$ cat src/rtl/pad_pkg.sv
// ----------------------------------------------------------------------------
// pad_pkg
// Types and constants shared by the polar angle and depth unit.
// ----------------------------------------------------------------------------
`default_nettype none

package pad_pkg;

	localparam int DIV_W      = 16;
	localparam int DIV_CNT_W  = $clog2(DIV_W + 1);
	localparam int FIELD_W    = 8;
	localparam int RES_W      = 5;
	localparam int CFG_IDX_W  = 2;
	localparam int CFG_DATA_W = 16;

	localparam logic [CFG_IDX_W-1:0] REG_DEPTH_SCALE = 2'd0;
	localparam logic [CFG_IDX_W-1:0] REG_DEPTH_LIMIT = 2'd1;

	localparam logic [DIV_W-1:0] SCALE_RESET = 16'd800;
	localparam logic [RES_W-1:0] LIMIT_RESET = 5'd31;

	localparam logic [RES_W-1:0] ANG_RIGHT = 5'd0;
	localparam logic [RES_W-1:0] ANG_DOWN  = 5'd8;
	localparam logic [RES_W-1:0] ANG_LEFT  = 5'd16;
	localparam logic [RES_W-1:0] ANG_UP    = 5'd24;

	typedef enum logic [2:0] {
		ST_IDLE,
		ST_SQR,
		ST_ANG,
		ST_ROOT,
		ST_DEPTH,
		ST_DONE
	} pad_state_t;

	typedef struct packed {
		logic signed [FIELD_W-1:0] horiz_offset;
		logic signed [FIELD_W-1:0] vert_offset;
	} pad_in_t;

	typedef struct packed {
		logic [RES_W-1:0] angle;
		logic [RES_W-1:0] depth;
	} pad_out_t;

endpackage

`default_nettype wire

$ cat src/rtl/polar_angle_depth_unit_core.sv
// ----------------------------------------------------------------------------
// polar_angle_depth_unit_core
// Maps a signed pixel offset to a 5-bit polar angle and a 5-bit depth.
//
// The input channel takes one request of two signed offsets; in_stall is high
// while a request is being worked on. The output channel presents one result
// (angle, depth) per request in a register, so a new request is taken while a
// finished result still waits on out_stall. A result that cannot be handed
// over holds the unit in its final state until the output register frees.
// Configuration writes to depth_scale and depth_limit are always taken and
// must only come while the unit is idle.
// A request passes through the squarer, the angle division, P Newton passes
// of the square root (P is one to about ten) and the depth division. The
// single shared bit-serial divider serves the angle ratio, every Newton pass
// and the depth quotient. A zero offset skips the divider and finishes after
// the squarer. A new request is taken only once the last result has been
// loaded into the output register. Reset returns the unit to idle with
// depth_scale 800 and depth_limit 31 and drops any held result.
// ----------------------------------------------------------------------------
`default_nettype none

module polar_angle_depth_unit_core import pad_pkg::*; #(
	parameter int OFFSET_BITS = 8
) (
	input  logic                  clk,
	input  logic                  arst_n,
	input  logic                  in_valid,
	output logic                  in_stall,
	input  pad_in_t               in_data,
	output logic                  out_valid,
	input  logic                  out_stall,
	output pad_out_t              out_data,
	input  logic                  cfg_valid,
	output logic                  cfg_ready,
	input  logic [CFG_IDX_W-1:0]  cfg_index,
	input  logic [CFG_DATA_W-1:0] cfg_data
);

	localparam int MAG_W = OFFSET_BITS;
	localparam int SQ_W  = 2 * OFFSET_BITS;

	pad_state_t        state_q;
	pad_state_t        state_d;
	logic [DIV_W-1:0]  depth_scale_q;
	logic [RES_W-1:0]  depth_limit_q;
	logic              out_valid_q;
	pad_out_t          out_data_q;

	logic [MAG_W-1:0]  x_u;
	logic [MAG_W-1:0]  y_u;
	logic              x_neg;
	logic              y_neg;
	logic [MAG_W-1:0]  ax;
	logic [MAG_W-1:0]  ay;
	logic              in_accept;

	logic              x_pos_q;
	logic              x_nneg_q;
	logic              y_pos_q;
	logic              y_nneg_q;
	logic              major_x_q;
	logic [MAG_W-1:0]  min_q;
	logic [MAG_W-1:0]  max_q;
	logic [SQ_W-1:0]   sq_q;
	logic [DIV_W-1:0]  root_q;
	logic [RES_W-1:0]  angle_q;
	logic [RES_W-1:0]  depth_q;

	logic              sqr_done;
	logic [SQ_W-1:0]   sq;
	logic              div_start;
	logic [DIV_W-1:0]  div_dvd;
	logic [DIV_W-1:0]  div_dvs;
	logic              div_done;
	logic [DIV_W-1:0]  quo;
	logic              out_load;

	logic [DIV_W-1:0]  root_half;
	logic [DIV_W-1:0]  root_init;
	logic [DIV_W:0]    root_sum;
	logic [DIV_W-1:0]  root_next;
	logic [DIV_W-1:0]  root_fin;
	logic              root_drop;
	logic [RES_W-1:0]  step;
	logic [RES_W-1:0]  angle_calc;
	logic [RES_W-1:0]  depth_calc;

	assign x_u       = in_data.horiz_offset[OFFSET_BITS-1:0];
	assign y_u       = in_data.vert_offset[OFFSET_BITS-1:0];
	assign x_neg     = x_u[MAG_W-1];
	assign y_neg     = y_u[MAG_W-1];
	assign ax        = x_neg ? (~x_u + MAG_W'(1)) : x_u;
	assign ay        = y_neg ? (~y_u + MAG_W'(1)) : y_u;
	assign in_stall  = (state_q != ST_IDLE);
	assign in_accept = in_valid && !in_stall;
	assign cfg_ready = 1'b1;

	pad_sqr #(
		.MAG_W (MAG_W)
	) u_sqr (
		.clk    (clk),
		.arst_n (arst_n),
		.start  (in_accept),
		.mag_a  (ax),
		.mag_b  (ay),
		.done   (sqr_done),
		.sum_sq (sq)
	);

	pad_div u_div (
		.clk      (clk),
		.arst_n   (arst_n),
		.start    (div_start),
		.dividend (div_dvd),
		.divisor  (div_dvs),
		.done     (div_done),
		.quotient (quo)
	);

	assign root_half = DIV_W'(sq_q >> 1);
	assign root_init = (root_half == '0) ? DIV_W'(1) : root_half;
	assign root_sum  = {1'b0, root_q} + {1'b0, quo};
	assign root_next = root_sum[DIV_W:1];
	assign root_drop = root_next < root_q;
	assign root_fin  = (root_next == '0) ? DIV_W'(1) : root_next;

	assign step = {1'b0, quo[3:0]};

	always_comb begin
		if (major_x_q) begin
			if (x_pos_q) begin
				angle_calc = y_nneg_q ? (ANG_RIGHT + step) : (ANG_RIGHT - step);
			end else begin
				angle_calc = y_nneg_q ? (ANG_LEFT - step) : (ANG_LEFT + step);
			end
		end else begin
			if (y_pos_q) begin
				angle_calc = x_nneg_q ? (ANG_DOWN - step) : (ANG_DOWN + step);
			end else begin
				angle_calc = x_nneg_q ? (ANG_UP + step) : (ANG_UP - step);
			end
		end
	end

	assign depth_calc = (quo > DIV_W'(depth_limit_q)) ? depth_limit_q : quo[RES_W-1:0];

	always_comb begin
		state_d   = state_q;
		div_start = 1'b0;
		div_dvd   = DIV_W'(sq_q);
		div_dvs   = root_init;
		out_load  = 1'b0;
		unique case (state_q)
			ST_IDLE: begin
				if (in_accept) begin
					state_d = ST_SQR;
				end
			end
			ST_SQR: begin
				if (sqr_done) begin
					if (sq == '0) begin
						state_d = ST_DONE;
					end else begin
						state_d   = ST_ANG;
						div_start = 1'b1;
						div_dvd   = DIV_W'({min_q, 3'b000});
						div_dvs   = DIV_W'(max_q);
					end
				end
			end
			ST_ANG: begin
				if (div_done) begin
					state_d   = ST_ROOT;
					div_start = 1'b1;
					div_dvd   = DIV_W'(sq_q);
					div_dvs   = root_init;
				end
			end
			ST_ROOT: begin
				if (div_done) begin
					div_start = 1'b1;
					if (root_drop) begin
						div_dvd = DIV_W'(sq_q);
						div_dvs = root_next;
					end else begin
						state_d = ST_DEPTH;
						div_dvd = depth_scale_q;
						div_dvs = root_fin;
					end
				end
			end
			ST_DEPTH: begin
				if (div_done) begin
					state_d = ST_DONE;
				end
			end
			ST_DONE: begin
				if (!out_valid_q || !out_stall) begin
					out_load = 1'b1;
					state_d  = ST_IDLE;
				end
			end
			default: begin
				state_d = ST_IDLE;
			end
		endcase
	end

	always_ff @(posedge clk or negedge arst_n) begin
		if (!arst_n) begin
			state_q       <= ST_IDLE;
			out_valid_q   <= 1'b0;
			depth_scale_q <= SCALE_RESET;
			depth_limit_q <= LIMIT_RESET;
		end else begin
			state_q <= state_d;
			if (out_valid_q && !out_stall) begin
				out_valid_q <= 1'b0;
			end
			if (out_load) begin
				out_valid_q <= 1'b1;
			end
			if (cfg_valid && cfg_ready) begin
				unique case (cfg_index)
					REG_DEPTH_SCALE: depth_scale_q <= cfg_data;
					REG_DEPTH_LIMIT: depth_limit_q <= cfg_data[RES_W-1:0];
					default: begin
					end
				endcase
			end
		end
	end

	always_ff @(posedge clk) begin
		if (in_accept) begin
			x_pos_q   <= !x_neg && (x_u != '0);
			x_nneg_q  <= !x_neg;
			y_pos_q   <= !y_neg && (y_u != '0);
			y_nneg_q  <= !y_neg;
			major_x_q <= ax >= ay;
			min_q     <= (ax >= ay) ? ay : ax;
			max_q     <= (ax >= ay) ? ax : ay;
		end
		if ((state_q == ST_SQR) && sqr_done) begin
			sq_q    <= sq;
			angle_q <= ANG_RIGHT;
			depth_q <= depth_limit_q;
		end
		if ((state_q == ST_ANG) && div_done) begin
			angle_q <= angle_calc;
			root_q  <= root_init;
		end
		if ((state_q == ST_ROOT) && div_done) begin
			root_q <= root_drop ? root_next : root_fin;
		end
		if ((state_q == ST_DEPTH) && div_done) begin
			depth_q <= depth_calc;
		end
		if (out_load) begin
			out_data_q.angle <= angle_q;
			out_data_q.depth <= depth_q;
		end
	end

	assign out_valid = out_valid_q;
	assign out_data  = out_data_q;

endmodule

`default_nettype wire

$ cat src/rtl/pad_sqr.sv
// ----------------------------------------------------------------------------
// pad_sqr
// Bit-serial sum of two squares, one multiplier bit of each operand per cycle.
// ----------------------------------------------------------------------------
`default_nettype none

module pad_sqr import pad_pkg::*; #(
	parameter int MAG_W = 8
) (
	input  logic                 clk,
	input  logic                 arst_n,
	input  logic                 start,
	input  logic [MAG_W-1:0]     mag_a,
	input  logic [MAG_W-1:0]     mag_b,
	output logic                 done,
	output logic [2*MAG_W-1:0]   sum_sq
);

	localparam int SQ_W  = 2 * MAG_W;
	localparam int CNT_W = $clog2(MAG_W + 1);

	logic [SQ_W-1:0]  mcand_a_q;
	logic [SQ_W-1:0]  mcand_b_q;
	logic [MAG_W-1:0] mplier_a_q;
	logic [MAG_W-1:0] mplier_b_q;
	logic [SQ_W-1:0]  acc_q;
	logic [CNT_W-1:0] cnt_q;
	logic             busy_q;
	logic             done_q;
	logic [SQ_W-1:0]  term_a;
	logic [SQ_W-1:0]  term_b;

	assign term_a = mplier_a_q[0] ? mcand_a_q : '0;
	assign term_b = mplier_b_q[0] ? mcand_b_q : '0;

	always_ff @(posedge clk or negedge arst_n) begin
		if (!arst_n) begin
			busy_q <= 1'b0;
			done_q <= 1'b0;
			cnt_q  <= '0;
		end else begin
			done_q <= busy_q && (cnt_q == CNT_W'(1));
			if (start) begin
				busy_q <= 1'b1;
				cnt_q  <= CNT_W'(MAG_W);
			end else if (busy_q) begin
				cnt_q <= cnt_q - CNT_W'(1);
				if (cnt_q == CNT_W'(1)) begin
					busy_q <= 1'b0;
				end
			end
		end
	end

	always_ff @(posedge clk) begin
		if (start) begin
			mcand_a_q  <= SQ_W'(mag_a);
			mcand_b_q  <= SQ_W'(mag_b);
			mplier_a_q <= mag_a;
			mplier_b_q <= mag_b;
			acc_q      <= '0;
		end else if (busy_q) begin
			acc_q      <= acc_q + term_a + term_b;
			mcand_a_q  <= mcand_a_q << 1;
			mcand_b_q  <= mcand_b_q << 1;
			mplier_a_q <= mplier_a_q >> 1;
			mplier_b_q <= mplier_b_q >> 1;
		end
	end

	assign done   = done_q;
	assign sum_sq = acc_q;

endmodule

`default_nettype wire

$ cat src/rtl/pad_div.sv
// ----------------------------------------------------------------------------
// pad_div
// Restoring divider that produces one quotient bit per cycle.
// ----------------------------------------------------------------------------
`default_nettype none

module pad_div import pad_pkg::*; (
	input  logic             clk,
	input  logic             arst_n,
	input  logic             start,
	input  logic [DIV_W-1:0] dividend,
	input  logic [DIV_W-1:0] divisor,
	output logic             done,
	output logic [DIV_W-1:0] quotient
);

	logic [DIV_W-1:0]     rem_q;
	logic [DIV_W-1:0]     quo_q;
	logic [DIV_W-1:0]     dvs_q;
	logic [DIV_CNT_W-1:0] cnt_q;
	logic                 busy_q;
	logic                 done_q;
	logic [DIV_W:0]       shifted;
	logic [DIV_W:0]       diff;
	logic                 fits;

	assign shifted = {rem_q, quo_q[DIV_W-1]};
	assign diff    = shifted - {1'b0, dvs_q};
	assign fits    = !diff[DIV_W];

	always_ff @(posedge clk or negedge arst_n) begin
		if (!arst_n) begin
			busy_q <= 1'b0;
			done_q <= 1'b0;
			cnt_q  <= '0;
		end else begin
			done_q <= busy_q && (cnt_q == DIV_CNT_W'(1));
			if (start) begin
				busy_q <= 1'b1;
				cnt_q  <= DIV_CNT_W'(DIV_W);
			end else if (busy_q) begin
				cnt_q <= cnt_q - DIV_CNT_W'(1);
				if (cnt_q == DIV_CNT_W'(1)) begin
					busy_q <= 1'b0;
				end
			end
		end
	end

	always_ff @(posedge clk) begin
		if (start) begin
			rem_q <= '0;
			quo_q <= dividend;
			dvs_q <= divisor;
		end else if (busy_q) begin
			rem_q <= fits ? diff[DIV_W-1:0] : shifted[DIV_W-1:0];
			quo_q <= {quo_q[DIV_W-2:0], fits};
		end
	end

	assign done     = done_q;
	assign quotient = quo_q;

endmodule

`default_nettype wire

$ cat config.mk
export PLATFORM = sky130hd
export DESIGN_NAME = polar_angle_depth_unit_core
export DESIGN_NICKNAME = d
export VERILOG_FILES = /design/src/rtl/pad_pkg.sv /design/src/rtl/polar_angle_depth_unit_core.sv /design/src/rtl/pad_sqr.sv /design/src/rtl/pad_div.sv
export SDC_FILE = /design/constraint.sdc
export NUM_CORES = 1
export LEC_CHECK = 0
export BUFFER_PORTS_ARGS = -buffer_cell sky130_fd_sc_hd__buf_2
export CAP_MARGIN = 40
export CORE_ASPECT_RATIO = 0.8
export CORE_UTILIZATION = 30
export DETAILED_ROUTE_END_ITERATION = 12
export HOLD_SLACK_MARGIN = 0.15
export PLACE_DENSITY = 0.57
export SLEW_MARGIN = 0
export SYNTH_ARGS = -nofsm -noshare
export SYNTH_HDL_FRONTEND = slang
export SYNTH_SLANG_ARGS = --single-unit
$ cat constraint.sdc
create_clock -name clk -period 5.7 [get_ports clk]
set_input_delay 1.71 -clock clk [delete_from_list [all_inputs] [get_ports clk]]
set_output_delay 1.71 -clock clk [all_outputs]
set_load 0.01 [all_outputs]
==> metrics <==
proportion of total power due to net switching=22.58%; Util after Layout=about a third; run status=finished clean; share of the synthesized area in the top cell type=between 30% and 40%; Die H=188.7 um; standard cell core area=0.04305 mm^2; number of gates resized after cts=0; type of the worst setup path=reg2reg; cell chosen for the clock root=sky130_fd_sc_hd__clkbuf_16; number of standard cells after synthesis=1298; Iter 0 DRT Violations=between 600 and 700; pin count of the biggest net entering global routing=47; family with the most delay on the worst path=compound AO/OA/AOI/OAI gates; worst stage delay on the critical path=550 ps; final total power=0.003445 W; clock sink count=about 220; maximum operating frequency=200.9 MHz; Fill cells=4362; final setup fails=0; Hold Buf Count CTS=0; required time reported for the critical path endpoint=5990 ps; Netlist Area Pre-Place=0.01307 mm^2; net switching power=0.0007777 W; cell breakdown of the critical path=ha_1 -> o21ai_0 -> a22o_1 -> o21ai_1 -> a41oi_2 -> a21oi_1 -> a2111oi_0 -> nor3b_1 -> inv_1 -> ha_1 -> and4_1 -> nor2_1 -> mux2_4 -> a2111oi_4 -> o41ai_4 -> buf_6 -> a221oi_1 -> nor2_1; vias in the first global route=9278; largest vdd supply drop=~0.00018 V; Yosys top cell by area=sky130_fd_sc_hd__edfxtp_1; sequential share of the synthesized area=46.18%; maximum root-to-sink buffer count=3; Max stage delay cell, worst path=sky130_fd_sc_hd__edfxtp_1; CTS tree=done; wire length of the first global-routing pass=50760 um; Most used DFF post-synth=sky130_fd_sc_hd__edfxtp_1; maximum fanout along the worst path=13; Layout Nets=1483; total overflow reported by the global router=0; worst slew pin tran=about 830 ps; Area contributors post-synth=sky130_fd_sc_hd__edfxtp_1 31%, sky130_fd_sc_hd__ha_1 7.5%, sky130_fd_sc_hd__dfxtp_1 7.4%; average instance area after synthesis=10.07 um^2; number of enable-type register cells in the synthesized netlist=137; r2r setup slk=720 ps; portion of total power attributed to sequential cells=51.2%; critical path capture point type=register; fraction of synthesis flops using an asynchronous set or reset pin=between 10% and 20%; drt drc=0; number of buffers inserted to repair setup after CTS=0; antenna violations before repair=0; Period minus WS final=approximately 5000 ps; HPWL Detailed=23810 um; Yosys warnings=0; die area=around 0.044 mm^2; post-placement worst setup slack=753.2 ps; I/O pin cnt=52; overall track demand over capacity in global routing=14.33%; arrival time reported for the critical path endpoint=about 5300 ps; total detailed-routing wirelength=31580 um; Clock Power Share=43.6%; r2r startpoint=u_div.quotient[3]; Power Density=233.8 mW/mm^2; placer's final routability congestion estimate=0.8696; number of antenna-violating nets in the routed design=0; number of antenna repair diodes=0; share of the cycle needed by the critical path after routing=87.32%; most instantiated library cell after synthesis=sky130_fd_sc_hd__nand2_1; remaining max-slew budget at the tightest pin=roughly 44%; overall via count from detail_route=around 9500; Synth Net Count=~1400; number of distinct library cell variants in the gate-level netlist after synthesis=73; cell internal power dissipation=0.002667 W; initial core utilization=30.36%; insertion delay to the later sink of the worst-skew pair=approximately 540 ps; Bufs and invs on worst path=2; number of input and output port buffers inserted=50; Max Transition Viols Final=0; Hold/Removal Path Class=reg2reg; std cell rows=68; number of stages on the worst hold path=0; Hold Crit Start=angle_q[4]; number of search-and-repair iterations in the first detailed-routing pass=6; setup TNS=0 ps; static leakage=5.988 nW; routed length per placed instance=16.40 um; number of vias per cell=4.929; RSZ-0062 raised after global routing=false; FF-to-FF path depth=18; Chip Width=235.4 um; CTS Buf Count=24; power share of the combinational group=5.2%; FF-to-FF End=u_div.quotient[15]; clock-pin transition on the worst setup and hold timing paths=70 ps; Fin Clk Skew=13.62 ps; layout cell share with drive strength beyond 1=a little under an eighth; Setup WS post-layout=722.6 ps; most common library cells after synthesis=146 x sky130_fd_sc_hd__nand2_1, 137 x sky130_fd_sc_hd__edfxtp_1, 127 x sky130_fd_sc_hd__inv_1, 122 x sky130_fd_sc_hd__nor2_1, 78 x sky130_fd_sc_hd__ha_1; tightest hold margin=between 400 and 500 ps; Hold Crit Endpoint=out_data[9]; area growth from synthesis to layout=12.71%; # H-tree levels=1; Worst setup SP type=register; flop and latch count out of synthesis=223; Hold Vio Cnt, Final=0; number of max-capacitance violations reported=0
[through the flow]
step           cell area [um^2]  std cells
5_1_grt                   14730       1926
6_report                  14730       1926
3_3_place_gp              13950       1879
4_1_cts                   14730       1926
2_1_floorplan             13070       1298
3_5_place_dp              13980       1882
[worst register-to-register path, stage by stage, from the launching register on]
cell,delay [ps]
sky130_fd_sc_hd__edfxtp_1,550
sky130_fd_sc_hd__ha_1,420
sky130_fd_sc_hd__o21ai_0,130
sky130_fd_sc_hd__a22o_1,200
sky130_fd_sc_hd__o21ai_1,270
sky130_fd_sc_hd__a41oi_2,200
sky130_fd_sc_hd__a21oi_1,280
sky130_fd_sc_hd__a2111oi_0,150
sky130_fd_sc_hd__nor3b_1,410
sky130_fd_sc_hd__inv_1,90
sky130_fd_sc_hd__ha_1,290
sky130_fd_sc_hd__and4_1,270
sky130_fd_sc_hd__nor2_1,60
sky130_fd_sc_hd__mux2_4,270
sky130_fd_sc_hd__a2111oi_4,420
sky130_fd_sc_hd__o41ai_4,180
sky130_fd_sc_hd__buf_6,180
sky130_fd_sc_hd__a221oi_1,280
sky130_fd_sc_hd__nor2_1,80
[cells by family after synthesis]
logic type	synth area share, %
buffers and inverters	5.017
muxes	7.085
adders and majority gates	10.23
AOI/OAI and AO/OA	14.10
other	0.02869
and+or+nand+nor	13.50
DFF	46.18
xor gates and xnor gates	3.858
[cells in the final DEF (no fill, tap or decap), types with 21 or more instances in the layout]
| cell | netlist | routed |
|---|---|---|
| sky130_fd_sc_hd__a21o_1 | 23 | 23 |
| sky130_fd_sc_hd__a21oi_1 | 61 | 61 |
| sky130_fd_sc_hd__buf_2 | 2 | 50 |
| sky130_fd_sc_hd__clkbuf_16 | 0 | 24 |
| sky130_fd_sc_hd__dfrtp_1 | 30 | 29 |
| sky130_fd_sc_hd__dfxtp_1 | 48 | 48 |
| sky130_fd_sc_hd__edfxtp_1 | 137 | 137 |
| sky130_fd_sc_hd__ha_1 | 78 | 78 |
| sky130_fd_sc_hd__inv_1 | 127 | 127 |
| sky130_fd_sc_hd__mux2_2 | 24 | 24 |
| sky130_fd_sc_hd__mux2i_1 | 64 | 64 |
| sky130_fd_sc_hd__nand2_1 | 146 | 146 |
| sky130_fd_sc_hd__nor2_1 | 122 | 122 |
| sky130_fd_sc_hd__nor3_1 | 22 | 21 |
| sky130_fd_sc_hd__o21a_1 | 33 | 33 |
| sky130_fd_sc_hd__o21ai_0 | 64 | 64 |
| sky130_fd_sc_hd__xnor2_1 | 38 | 38 |
[flip-flops by register name, summed over array words and instances (netlist names), 8 cells and up]
name and flops:
depth_scale_q 16, max_q 8, min_q 8, out_data 10
root_q 16, sq_q 16, u_div.dvs_q 16, u_div.quotient 16
u_div.rem_q 16, u_sqr.mcand_a_q 16, u_sqr.mcand_b_q 16, u_sqr.mplier_a_q 8
u_sqr.mplier_b_q 8, u_sqr.sum_sq 16
[how the worst max path moves through the flow]
stage	start	to	cells past startpoint
after CTS	u_div.quotient[3]	u_div.quotient[15]	18
final	u_div.quotient[3]	u_div.quotient[15]	18
after global routing	u_div.quotient[3]	u_div.quotient[14]	18
after global placement	u_div.quotient[3]	u_div.quotient[0]	17
after detailed placement	u_div.quotient[3]	u_div.quotient[15]	18
after floorplan	in_data[8]	max_q[2]	14
[final cells by class]
type / instances / area, um^2 / share of cell area (%)
Clock buffer: 29 / 629.4 / 4.272
Inverter: 128 / 480.5 / 3.262
Multi-Input combinational cell: 906 / 6387 / 43.36
Timing Repair Buffer: 65 / 374.1 / 2.540
Tap cell: 560 / 700.7 / 4.757
Sequential cell: 223 / 6037 / 40.98
Clock inverter: 15 / 121.4 / 0.8239
[power by group through the flow]
stage / Clock, W / Combinational, W / Sequential, W
floorplan: 0 / 0.000120 / 0.00179
global placement: 0 / 0.000173 / 0.00180
detailed placement: 0 / 0.000179 / 0.00180
CTS: 0.00155 / 0.000180 / 0.00176
global route: 0.00161 / 0.000197 / 0.00177
finish: 0.00150 / 0.000177 / 0.00176
[per-layer routing]
layer	wire (um)	track usage [%]
met1	15800	21.03
met2	13510	21.91
met3	1600	2.095
met4	677	3.720
met5	0	0
Note: power is estimated with default switching activity, not from simulation.
